### config.mk
export PLATFORM = sky130hd
export DESIGN_NAME = paired_id_forwarding_table_flat
export DESIGN_NICKNAME = d
export VERILOG_FILES = /design/src/hw/rtl/pidft_pkg.sv /design/src/hw/rtl/pidft_if.sv /design/src/hw/rtl/paired_id_forwarding_table.sv /design/src/hw/rtl/pidft_ctrl.sv /design/src/hw/rtl/pidft_datapath.sv /design/src/flat_wrapper.sv
export SDC_FILE = /design/constraint.sdc
export NUM_CORES = 2
export LEC_CHECK = 0
export BUFFER_PORTS_ARGS = -buffer_cell sky130_fd_sc_hd__buf_2
export CAP_MARGIN = 30
export CORE_UTILIZATION = 60
export CTS_BUF_LIST = sky130_fd_sc_hd__clkbuf_8
export DETAILED_ROUTE_END_ITERATION = 10
export GPL_ROUTABILITY_DRIVEN = 0
export PLACE_DENSITY = 0.76
export SLEW_MARGIN = 15
export SYNTH_ARGS = -nofsm -noshare
export SYNTH_HDL_FRONTEND = slang
export SYNTH_SLANG_ARGS = --single-unit
### constraint.sdc
create_clock -name clk -period 11.79 [get_ports clk]
set_input_delay 1.7685 -clock clk [delete_from_list [all_inputs] [get_ports clk]]
set_output_delay 1.7685 -clock clk [all_outputs]
set_load 0.02 [all_outputs]
### src/hw/rtl/pidft_pkg.sv
`timescale 1ns / 1ps
// ----------------------------------------------------------------------------
// pidft_pkg
// Shared types and codes for the paired-id forwarding table bank.
// ----------------------------------------------------------------------------
package pidft_pkg;

  localparam logic [1:0] OP_ADD     = 2'd0;
  localparam logic [1:0] OP_PARTNER = 2'd1;
  localparam logic [1:0] OP_LINK    = 2'd2;
  localparam logic [1:0] OP_PEER    = 2'd3;

  localparam logic [1:0] ST_OK   = 2'd0;
  localparam logic [1:0] ST_FULL = 2'd1;
  localparam logic [1:0] ST_MISS = 2'd2;

  typedef struct packed {
    logic [7:0]  link;
    logic [15:0] ident_a;
    logic [15:0] ident_b;
    logic [7:0]  peer_a;
    logic [7:0]  peer_b;
  } row_t;

  typedef struct packed {
    logic load;
    logic scan;
    logic finish;
  } cmd_t;

  typedef struct packed {
    logic hit;
    logic scan_end;
  } sts_t;

endpackage

### src/hw/rtl/pidft_if.sv
`timescale 1ns / 1ps
// ----------------------------------------------------------------------------
// pidft_req_if / pidft_rsp_if
// Request and response channels of the forwarding table bank.
// ----------------------------------------------------------------------------
interface pidft_req_if;
  logic        valid;
  logic        ready;
  logic [1:0]  opcode;
  logic        side;
  logic [1:0]  module_req;
  logic [7:0]  link_id;
  logic [15:0] ident;
  logic [7:0]  peer;

  modport source (output valid, opcode, side, module_req, link_id, ident, peer,
                  input ready);
  modport sink (input valid, opcode, side, module_req, link_id, ident, peer,
                output ready);
endinterface

interface pidft_rsp_if;
  logic        valid;
  logic        ready;
  logic [1:0]  status;
  logic [15:0] out_ident;
  logic [7:0]  out_link;
  logic [7:0]  out_peer;

  modport source (output valid, status, out_ident, out_link, out_peer,
                  input ready);
  modport sink (input valid, status, out_ident, out_link, out_peer,
                output ready);
endinterface

### src/hw/rtl/paired_id_forwarding_table.sv
`timescale 1ns / 1ps
// ----------------------------------------------------------------------------
// paired_id_forwarding_table
// Bank of base-station and relay forwarding tables holding paired ids.
// ----------------------------------------------------------------------------
// Usage:
//   req  - request word: opcode, side, module_req, link_id, ident, peer.
//   rsp  - one response word per request: status, out_ident, out_link,
//          out_peer. Both channels transfer on valid and ready high.
//   One request is in flight at a time. After acceptance the selected
//   table's rows are read one per cycle from the row memory, stopping at
//   the first match; the single read port sets the pace. Each request
//   runs through the scan and done states before its response is loaded,
//   and the next request is taken only after that response is loaded, so
//   a new request word is not accepted while the last one is in progress.
//   Reset clears all table fill counts at once; no clearing pass is run.
//   When the receiver stalls, the response holds in the output register;
//   the next request is still accepted and processed, and it waits for
//   the register before retiring.
// ----------------------------------------------------------------------------
module paired_id_forwarding_table #(
  parameter int BASE_TABLES  = 4,
  parameter int RELAY_TABLES = 4,
  parameter int ENTRIES      = 8
) (
  input  logic         clk,
  input  logic         rst,
  pidft_req_if.sink    req,
  pidft_rsp_if.source  rsp
);

  pidft_pkg::cmd_t cmd;
  pidft_pkg::sts_t sts;

  pidft_ctrl u_ctrl (
    .clk       (clk),
    .rst       (rst),
    .in_valid  (req.valid),
    .in_ready  (req.ready),
    .out_valid (rsp.valid),
    .out_ready (rsp.ready),
    .sts       (sts),
    .cmd       (cmd)
  );

  pidft_datapath #(
    .BASE_TABLES  (BASE_TABLES),
    .RELAY_TABLES (RELAY_TABLES),
    .ENTRIES      (ENTRIES)
  ) u_datapath (
    .clk        (clk),
    .rst        (rst),
    .cmd        (cmd),
    .sts        (sts),
    .opcode     (req.opcode),
    .side       (req.side),
    .module_req (req.module_req),
    .link_id    (req.link_id),
    .ident      (req.ident),
    .peer       (req.peer),
    .status     (rsp.status),
    .out_ident  (rsp.out_ident),
    .out_link   (rsp.out_link),
    .out_peer   (rsp.out_peer)
  );

endmodule

### src/hw/rtl/pidft_ctrl.sv
`timescale 1ns / 1ps
// ----------------------------------------------------------------------------
// pidft_ctrl
// Sequencer: accept a request word, step the table scan, then retire the
// result into the output register once it is free.
// ----------------------------------------------------------------------------
module pidft_ctrl (
  input  logic              clk,
  input  logic              rst,
  input  logic              in_valid,
  output logic              in_ready,
  output logic              out_valid,
  input  logic              out_ready,
  input  pidft_pkg::sts_t   sts,
  output pidft_pkg::cmd_t   cmd
);

  typedef enum logic [1:0] {S_IDLE, S_SCAN, S_DONE} state_t;

  state_t state;
  state_t state_next;

  assign in_ready   = (state == S_IDLE);
  assign cmd.load   = (state == S_IDLE) && in_valid;
  assign cmd.scan   = (state == S_SCAN);
  assign cmd.finish = (state == S_DONE) && (!out_valid || out_ready);

  always_comb begin
    state_next = state;
    case (state)
      S_IDLE: if (in_valid) state_next = S_SCAN;
      S_SCAN: if (sts.hit || sts.scan_end) state_next = S_DONE;
      S_DONE: if (!out_valid || out_ready) state_next = S_IDLE;
      default: state_next = S_IDLE;
    endcase
  end

  always_ff @(posedge clk) begin
    if (rst) begin
      state     <= S_IDLE;
      out_valid <= 1'b0;
    end else begin
      state <= state_next;
      if (cmd.finish) begin
        out_valid <= 1'b1;
      end else if (out_ready) begin
        out_valid <= 1'b0;
      end
    end
  end

`ifndef ASSERT_OFF
  a_finish_free: assert property (@(posedge clk) disable iff (rst)
    cmd.finish |-> (!out_valid || out_ready))
    else $error("result retired into occupied output register");
  a_one_at_a_time: assert property (@(posedge clk) disable iff (rst)
    (in_valid && in_ready) |=> !in_ready)
    else $error("second word accepted while busy");
  a_result_held: assert property (@(posedge clk) disable iff (rst)
    (out_valid && !out_ready) |=> out_valid)
    else $error("stalled result dropped");
  a_finish_sets_valid: assert property (@(posedge clk) disable iff (rst)
    cmd.finish |=> out_valid)
    else $error("finished result not presented");
`endif

endmodule

### src/hw/rtl/pidft_datapath.sv
`timescale 1ns / 1ps
// ----------------------------------------------------------------------------
// pidft_datapath
// Request registers, per-table fill counters, row memory with a registered
// read port, scan compare and result formation.
// ----------------------------------------------------------------------------
module pidft_datapath #(
  parameter int BASE_TABLES  = 4,
  parameter int RELAY_TABLES = 4,
  parameter int ENTRIES      = 8
) (
  input  logic              clk,
  input  logic              rst,
  input  pidft_pkg::cmd_t   cmd,
  output pidft_pkg::sts_t   sts,
  input  logic [1:0]        opcode,
  input  logic              side,
  input  logic [1:0]        module_req,
  input  logic [7:0]        link_id,
  input  logic [15:0]       ident,
  input  logic [7:0]        peer,
  output logic [1:0]        status,
  output logic [15:0]       out_ident,
  output logic [7:0]        out_link,
  output logic [7:0]        out_peer
);

  localparam int NT    = BASE_TABLES + RELAY_TABLES;
  localparam int NROWS = NT * ENTRIES;
  localparam int TW    = (NT > 1) ? $clog2(NT) : 1;
  localparam int RW    = (NROWS > 1) ? $clog2(NROWS) : 1;
  localparam int IW    = (ENTRIES > 1) ? $clog2(ENTRIES) : 1;
  localparam int CW    = $clog2(ENTRIES + 1);

  pidft_pkg::row_t mem [NROWS];
  pidft_pkg::row_t rdata;

  logic [CW-1:0] fill [NT];

  logic [1:0]    op_q;
  logic          side_q;
  logic [7:0]    link_q;
  logic [15:0]   ident_q;
  logic [7:0]    peer_q;
  logic          tbl_ok;
  logic [TW-1:0] tbl;
  logic [RW-1:0] row_base;
  logic [CW-1:0] rd_idx;
  logic [IW-1:0] pend_idx;
  logic          pend;
  logic          found;

  logic          sel_side;
  logic          ok_next;
  logic [TW-1:0] tbl_next;
  logic [CW-1:0] cur_fill;
  logic          match;
  logic          scan_hit;
  logic          issue;
  logic [7:0]    pv;
  logic          placed;
  logic          can_append;
  logic          we;
  logic [RW-1:0] waddr;
  pidft_pkg::row_t wrow;
  logic          hit_a;
  logic          hit_b;
  logic [15:0]   part_ident;
  logic [7:0]    part_peer;

  always_comb begin
    sel_side = (opcode == pidft_pkg::OP_PEER) ? 1'b0 : side;
    ok_next  = sel_side ? ({3'b000, module_req} < 5'(BASE_TABLES))
                        : ({3'b000, module_req} < 5'(RELAY_TABLES));
    if (!ok_next) begin
      tbl_next = '0;
    end else if (sel_side) begin
      tbl_next = TW'(module_req);
    end else begin
      tbl_next = TW'(5'(BASE_TABLES) + {3'b000, module_req});
    end
  end

  assign cur_fill = tbl_ok ? fill[tbl] : '0;
  assign match    = (op_q == pidft_pkg::OP_LINK)
                    ? ((rdata.ident_a == ident_q) || (rdata.ident_b == ident_q))
                    : (rdata.link == link_q);
  assign scan_hit = pend && match;
  assign issue    = cmd.scan && !scan_hit && (rd_idx < cur_fill);
  assign sts.hit      = scan_hit;
  assign sts.scan_end = !scan_hit && (rd_idx >= cur_fill);

  always_ff @(posedge clk) begin
    if (cmd.load) begin
      op_q     <= opcode;
      side_q   <= side;
      link_q   <= link_id;
      ident_q  <= ident;
      peer_q   <= peer;
      tbl_ok   <= ok_next;
      tbl      <= tbl_next;
      row_base <= RW'(32'(tbl_next) * ENTRIES);
      rd_idx   <= '0;
      pend     <= 1'b0;
      found    <= 1'b0;
    end else if (cmd.scan) begin
      found <= scan_hit;
      if (issue) begin
        rd_idx   <= rd_idx + CW'(1);
        pend_idx <= rd_idx[IW-1:0];
        pend     <= 1'b1;
      end else if (!scan_hit) begin
        pend <= 1'b0;
      end
    end
  end

  always_ff @(posedge clk) begin
    if (issue) begin
      rdata <= mem[row_base + RW'(rd_idx)];
    end
  end

  always_comb begin
    pv         = side_q ? 8'h00 : peer_q;
    placed     = found && ((rdata.ident_a == 16'h0000) || (rdata.ident_b == 16'h0000));
    can_append = cur_fill < CW'(ENTRIES);
    wrow       = rdata;
    waddr      = row_base + RW'(pend_idx);
    we         = 1'b0;
    if (cmd.finish && tbl_ok && (op_q == pidft_pkg::OP_ADD)) begin
      if (placed) begin
        we = 1'b1;
        if (rdata.ident_a == 16'h0000) begin
          wrow.ident_a = ident_q;
          wrow.peer_a  = pv;
        end else begin
          wrow.ident_b = ident_q;
          wrow.peer_b  = pv;
        end
      end else if (can_append) begin
        we           = 1'b1;
        waddr        = row_base + RW'(cur_fill);
        wrow.link    = link_q;
        wrow.ident_a = ident_q;
        wrow.ident_b = 16'h0000;
        wrow.peer_a  = pv;
        wrow.peer_b  = 8'h00;
      end
    end
  end

  always_ff @(posedge clk) begin
    if (we) begin
      mem[waddr] <= wrow;
    end
  end

  always_ff @(posedge clk) begin
    if (rst) begin
      for (int i = 0; i < NT; i++) begin
        fill[i] <= '0;
      end
    end else if (we && !placed) begin
      fill[tbl] <= cur_fill + CW'(1);
    end
  end

  always_comb begin
    hit_a      = rdata.ident_a == ident_q;
    hit_b      = rdata.ident_b == ident_q;
    part_ident = hit_b ? rdata.ident_a : (hit_a ? rdata.ident_b : 16'h0000);
    part_peer  = (rdata.peer_b == peer_q) ? rdata.peer_a : rdata.peer_b;
  end

  always_ff @(posedge clk) begin
    if (cmd.finish) begin
      status    <= pidft_pkg::ST_MISS;
      out_ident <= 16'h0000;
      out_link  <= 8'h00;
      out_peer  <= 8'h00;
      if (tbl_ok) begin
        case (op_q)
          pidft_pkg::OP_ADD: begin
            status <= (placed || can_append) ? pidft_pkg::ST_OK : pidft_pkg::ST_FULL;
          end
          pidft_pkg::OP_PARTNER: begin
            if (found && (hit_a || hit_b) && (part_ident != 16'h0000)) begin
              status    <= pidft_pkg::ST_OK;
              out_ident <= part_ident;
            end
          end
          pidft_pkg::OP_LINK: begin
            if (found) begin
              status   <= pidft_pkg::ST_OK;
              out_link <= rdata.link;
            end
          end
          pidft_pkg::OP_PEER: begin
            if (found && ((rdata.peer_a == peer_q) || (rdata.peer_b == peer_q))) begin
              status   <= pidft_pkg::ST_OK;
              out_peer <= part_peer;
            end
          end
          default: status <= pidft_pkg::ST_MISS;
        endcase
      end
    end
  end

endmodule

### src/flat_wrapper.sv
// flat-port wrapper written by rule: the top's interface ports become plain ports
module paired_id_forwarding_table_flat 
#(
  parameter int BASE_TABLES  = 4,
  parameter int RELAY_TABLES = 4,
  parameter int ENTRIES      = 8
)
  (clk, rst, req_valid, req_opcode, req_side, req_module_req, req_link_id, req_ident, req_peer, req_ready, rsp_valid, rsp_status, rsp_out_ident, rsp_out_link, rsp_out_peer, rsp_ready);
  pidft_req_if req_i ();
  pidft_rsp_if rsp_i ();
  input  logic clk;
  input  logic rst;
  input wire logic [$bits(req_i.valid)-1:0] req_valid;
  input wire logic [$bits(req_i.opcode)-1:0] req_opcode;
  input wire logic [$bits(req_i.side)-1:0] req_side;
  input wire logic [$bits(req_i.module_req)-1:0] req_module_req;
  input wire logic [$bits(req_i.link_id)-1:0] req_link_id;
  input wire logic [$bits(req_i.ident)-1:0] req_ident;
  input wire logic [$bits(req_i.peer)-1:0] req_peer;
  output wire logic [$bits(req_i.ready)-1:0] req_ready;
  output wire logic [$bits(rsp_i.valid)-1:0] rsp_valid;
  output wire logic [$bits(rsp_i.status)-1:0] rsp_status;
  output wire logic [$bits(rsp_i.out_ident)-1:0] rsp_out_ident;
  output wire logic [$bits(rsp_i.out_link)-1:0] rsp_out_link;
  output wire logic [$bits(rsp_i.out_peer)-1:0] rsp_out_peer;
  input wire logic [$bits(rsp_i.ready)-1:0] rsp_ready;
  assign req_i.valid = req_valid;
  assign req_i.opcode = req_opcode;
  assign req_i.side = req_side;
  assign req_i.module_req = req_module_req;
  assign req_i.link_id = req_link_id;
  assign req_i.ident = req_ident;
  assign req_i.peer = req_peer;
  assign req_ready = req_i.ready;
  assign rsp_valid = rsp_i.valid;
  assign rsp_status = rsp_i.status;
  assign rsp_out_ident = rsp_i.out_ident;
  assign rsp_out_link = rsp_i.out_link;
  assign rsp_out_peer = rsp_i.out_peer;
  assign rsp_i.ready = rsp_ready;
  paired_id_forwarding_table #(.BASE_TABLES(BASE_TABLES), .RELAY_TABLES(RELAY_TABLES), .ENTRIES(ENTRIES)) u_core (.clk(clk), .rst(rst), .req(req_i), .rsp(rsp_i));
endmodule
Yosys cells after proc, flatten, opt, wreduce, memory -nomap -nowiden

Memories as Yosys holds them, arrays and structs flattened. A register that Yosys moved wholly into a read port is not among the register bits.
Cells that the tools add are included.

Output and inout bits: 36
Logic and storage cells: 123
Register bits after elaboration: 84
Memories kept: 2
Latch bits: 0
Memory bits (read-only): 0
RAM bits: 3616

Memory list:

| memory                 | words | bits a word | read ports | clocked after Yosys merged registers in | write ports | line                 | text |
|---|---|---|---|---|---|---|---|
| u_core.u_datapath.mem  | 64    | 56          | 1          | 1                                       | 1           | pidft_datapath.sv:35 | `pidft_pkg::row_t mem [NROWS];` |
| u_core.u_datapath.fill | 8     | 4           | 1          | 0                                       | 8           | pidft_datapath.sv:38 | `logic [CW-1:0] fill [NT];` |

Shifts and indexed selects: 0
Mux-type cells: 44
Multipliers: 0
Reductions and logical operators: 35
Bitwise gates (word level): 1
Order comparisons: 3
Add/subtract/negate cells: 6
Equal/unequal tests: 15
Div/mod/pow operators: 0

Operator list:

| kind                | count |
|---|---|
| $mux 56             | 2 |
| $mux 16             | 4 |
| $mux 48             | 1 |
| $mux 8              | 5 |
| $eq 16x16->1        | 2 |
| $logic_not 16->1    | 2 |
| $eq 8x8->1          | 3 |
| $mux 1              | 18 |
| $mux 6              | 3 |
| $reduce_bool 16->1  | 1 |
| $mux 2              | 7 |
| $add 6x4->6         | 2 |
| $logic_and 1x1->1   | 12 |
| $reduce_and 2->1    | 5 |
| $add 4x1->4 const B | 2 |
| $eq 2x2->1 const B  | 4 |
| $pmux 2 s4          | 1 |
| $add 6x3->6         | 1 |
| $logic_or 1x1->1    | 6 |
| $ne 2x1->1 const B  | 3 |
| $pmux 2 s3          | 1 |
| $reduce_and 3->1    | 2 |
| $eq 2x1->1 const B  | 2 |
| $ge 4x4->1          | 1 |
| other kinds (11)    | 14 |

Longest topological paths before layout

Depth after elaboration: 11
Mapped depth: 14

By module

Synthesis repeated with hierarchy kept, for this count alone.

Cells, all modules: 6724
Area total of the unflattened synthesis: 145856.1 sq um

By module, submodules not included:

| module         | instances | cells each | sequential area each (sq um) | area each (sq um) |
|---|---|---|---|---|
| pidft_datapath | 1         | 6708       | 112638.0                     | 145703.5 |
| pidft_ctrl     | 1         | 16         | 60.1                         | 152.6 |

Least setup slack after synthesis

Ideal clock, no wire load.

Kind: input to register
Start point: input port rsp_ready
End point: memory u_core.u_datapath.mem[10][0] in the netlist's numbering (enable)
Data arrival time: 8325 ps
Library setup time: 608 ps
Path buffers: 0
Required time: 11182 ps
Stages on the path: 6
Slack: 2857 ps
Cell sequence: nor2b_1 nor4_4 o21ai_1 nor4_1 a31oi_2 nor4_1

Word-level cells in the longest chain between the ends: 6

RTL lines:

| item                         | line                  | text |
|---|---|---|
| start, declared              | flat_wrapper.sv:26    | `input wire logic [$bits(rsp_i.ready)-1:0] rsp_ready;` |
| $logic_or 1x1->1 *           | pidft_ctrl.sv:26      | `assign cmd.finish = (state == S_DONE) && (!out_valid \|\| out_ready);` |
| $logic_and 1x1->1 *          | pidft_ctrl.sv:26      |  |
| $logic_and 1x1->1 *          | pidft_datapath.sv:131 | `if (cmd.finish && tbl_ok && (op_q == pidft_pkg::OP_ADD)) begin` |
| $mux 1                       | pidft_datapath.sv:131 |  |
| $mux 1                       | pidft_datapath.sv:154 | `if (we) begin` |
| $mux 1 (not written as such) | pidft_datapath.sv:155 | `mem[waddr] <= wrow;` |
| end, declared                | pidft_datapath.sv:35  |  |

Every way passes the cells marked *; elsewhere a longest branch is shown, timed or not.

==> impl_metrics.json <==
{
  "cp_slowest_stage_delay_ps": 790,
  "net-switching-power_w": 0.009299,
  "cp-end-kind": "flop",
  "clkPwrFrac_pct": 30.2,
  "synth-seq-area-share_pct": 77.43,
  "wire_length_of_the_first_global_routing_pass_um": 565800,
  "drt_pre_antenna_iters": 10,
  "average_footprint_of_a_synthesized_cell_um2": 22.14,
  "clock_tree.root_cell": "clkbuf_8",
  "first_global_vias": 75610,
  "synth_ff_type": "edfxtp_1",
  "global_route.overflow_total": 0,
  "cts_max_path_buffers": 4,
  "finalMaxSlewViolations": 0,
  "die_h_um": 494.5,
  "edff_count_synth": 3747,
  "period_share_pct": 44.67,
  "number_of_instances_in_the_synthesized_netlist": 6575,
  "drv_cap": 0,
  "hpwlAfterDp_um": 229900,
  "cpMostUsedCell": "buf_4",
  "timing.clock.skew_ps": 120.0,
  "async_reset_ff_share_pct": 0,
  "final_cell_area_um2": 161700,
  "floorplan.core_area_um2": 240800,
  "fp-row-count": 180,
  "vias": 77040,
  "swShare_pct": 28.46,
  "synth.ff_latch_count": 3756,
  "cts.sinks": 3756,
  "grt_use_total_pct": 33.63,
  "cts_made_buffers": 589,
  "criticalPathCategory": "flop to flop",
  "area_delta_synth_final_pct": 11.09,
  "maxSlewHeadroom_pct": 12.74,
  "comb_power_share_pct": 21.9,
  "setup-tns-final_ps": 0,
  "design.final.nets": 7224,
  "floorplan.die_area_um2": 244600,
  "postCtsResizedCells": 0,
  "synth_cell_type_count": 78,
  "p_seq_share_pct": 47.8,
  "dieWidth_um": 494.5,
  "synth_common_cells": "edfxtp_1 (3747), mux4_2 (889), mux2i_1 (248), nand2_1 (186), clkbuf_1 (141)",
  "internal-power_w": 0.02337,
  "totalWireLength_um": 407600,
  "hold_class": "flop to flop",
  "htree_levels": 6,
  "cellPowerDensity_nw_per_um2": 202.1,
  "clk-insertion-delay-late_ps": 1130,
  "synth_fp_nets": 6625,
  "vdd_ir_drop_max_v": 0.0001678,
  "hold_violations": 0,
  "cp-start-kind": "flop",
  "cp.required_ps": 12490,
  "remaining_drc_errors": 0,
  "yosys_warnings": 0,
  "yosys.area.top_type": "edfxtp_1",
  "placed_area_um2": 151100,
  "drive_gt1_share_pct": 27.95,
  "vias_per_cell": 7.142,
  "grt_start_max_net_pins": 102,
  "postCtsHoldBufs": 0,
  "post_cts_clock_slew_at_the_launch_and_capture_registers_of_the_worst_setup_and_hold_paths_ps": 60,
  "critical-path-top-delay-family": "buffers and inverters",
  "worstPathCellList": "nand2b_1, o22ai_2, nor2_2, clkinv_2, nor2_1, ha_1, xor2_1, nor4b_1, o21ai_1, buf_4, nor3_2, buf_4, buf_4",
  "post_drt_wl_per_cell_um": 37.78,
  "clock.fmax_mhz": 189.9,
  "synth_area_um2": 145600,
  "antenna_found_initial": 18,
  "tightestPinTransition_ps": 1309,
  "post_cts.repair.setup_buffers": 0,
  "critical_path.slowest_cell": "edfxtp_1",
  "netlist_top_cells_area": "edfxtp_1 (77%), mux4_2 (14%), mux2i_1 (1.7%)",
  "fin_crit_ps": 5267,
  "unrepaired_setup_endpoints_after_global_routing": "no",
  "floorplan.initialDensity_pct": 60.46,
  "num_io_pins": 77,
  "p_leak_nw": 50.12,
  "cp.arrival_ps": 5960,
  "hold_ws_ps": 546.2,
  "path_buf_inv": 4,
  "cts_tree": "done",
  "timing.critical_path.fanout_max": 29,
  "report.final.setup_viol": 0,
  "ant_nets": 0,
  "numPortBuffers": 76,
  "outcome": "finished clean",
  "first_iter_violations": 13150,
  "post-synth-top-count-cell": "edfxtp_1",
  "netlist.area_leader.share_pct": 77.30
}
state kept, by name, summed over array words and instances (netlist names), 4 cells and up:
register / cells
u_core.u_datapath.link_q: 8
u_core.u_datapath.rd_idx: 4
u_core.u_datapath.out_link: 8
u_core.u_datapath.out_ident: 16
u_core.u_datapath.ident_q: 16
u_core.u_datapath.fill: 32
u_core.u_datapath.mem: 3584
u_core.u_datapath.peer_q: 8
u_core.u_datapath.rdata: 56
u_core.u_datapath.out_peer: 8
routing by layer:
layer  wire length, um  GRT usage (%)  vias to the layer above
met1            137000          44.68                    39750
met3             55400          9.306                     1284
met4             28720          21.07                        8
li1                  -              -                    29240
met2            186400          49.92                     6760
met5                49              0                        -
cell usage in the layout, fill, tap and decap left out, types with 21 or more instances in the layout:
cell type and instances:
nor2_1 117, nand2b_1 42, clkinv_1 139, mux4_2 889, inv_1 183, a211oi_1 56, a22o_2 24, a31oi_1 26
buf_4 244, nor3_2 39, o21ai_0 85, xnor2_1 48, a21oi_1 54, and3_1 22, clkinv_2 42, clkbuf_8 607
nand2_1 184, buf_2 78, o21bai_1 24, and2_1 21, buf_12 30, nand3_1 25, edfxtp_1 3747, a22oi_1 30
o221ai_1 101, o21a_1 25, mux2_2 41, mux2i_1 247, o22ai_1 89, nand4_1 22
stage by stage:
step                setup WS [ps]  utilization (%)  total power (W)  cells
global placement             6035            62.49          0.02282   9721
floorplan                    2857                -          0.02080   6575
global route                 6442            67.15          0.03359  10770
CTS                          6564            67.02          0.03266  10750
detailed placement           6253            62.76          0.02296   9751
finish                       6523            67.16          0.03267  10790
power by group through the flow:
stage	Sequential (W)	Combinational [W]	Clock (W)
after global placement	0.0159	0.00692	0
final	0.0156	0.00717	0.00988
after detailed placement	0.0159	0.00706	0
after floorplan	0.0158	0.00505	0
after global routing	0.0156	0.00745	0.0105
after CTS	0.0156	0.00708	0.00995
area by class of cell:
class / instances / area, um^2
clock inverter: 392 / 1911
sequential: 3756 / 112700
timing repair buffer: 377 / 3373
multi-input combinational: 2438 / 31250
clock buffer: 607 / 8354
tap: 3185 / 3985
antenna: 20 / 50.05
fill: 14350 / 79070
inverter: 12 / 53.80
worst paths after layout:
| kind | slack, ps | start | end | cells past startpoint |
|---|---|---|---|---|
| worst max-delay path | 6520 | u_core.u_datapath.tbl[1] | u_core.u_datapath.mem[40][4] | 13 |
| worst min-delay path | 550 | u_core.u_datapath.pend | u_core.u_datapath.pend | 1 |
| worst max register to register | 6520 | u_core.u_datapath.tbl[1] | u_core.u_datapath.mem[40][4] | 13 |
| worst min register to register | 550 | u_core.u_datapath.pend | u_core.u_datapath.pend | 1 |
kinds of logic after synthesis:
| group | count (synthesis) | share of synthesized area, % |
|---|---|---|
| AND/OR/NAND/NOR | 565 | 1.865 |
| adder cells (fa/ha/maj) | 9 | 0.07737 |
| multiplexers | 1182 | 15.82 |
| AO/OA/AOI/OAI | 622 | 3.015 |
| buffers and inverters | 381 | 1.439 |
| flip-flops | 3756 | 77.43 |
| XOR/XNOR | 60 | 0.3610 |
No activity file was read; power rests on OpenSTA's default activity.
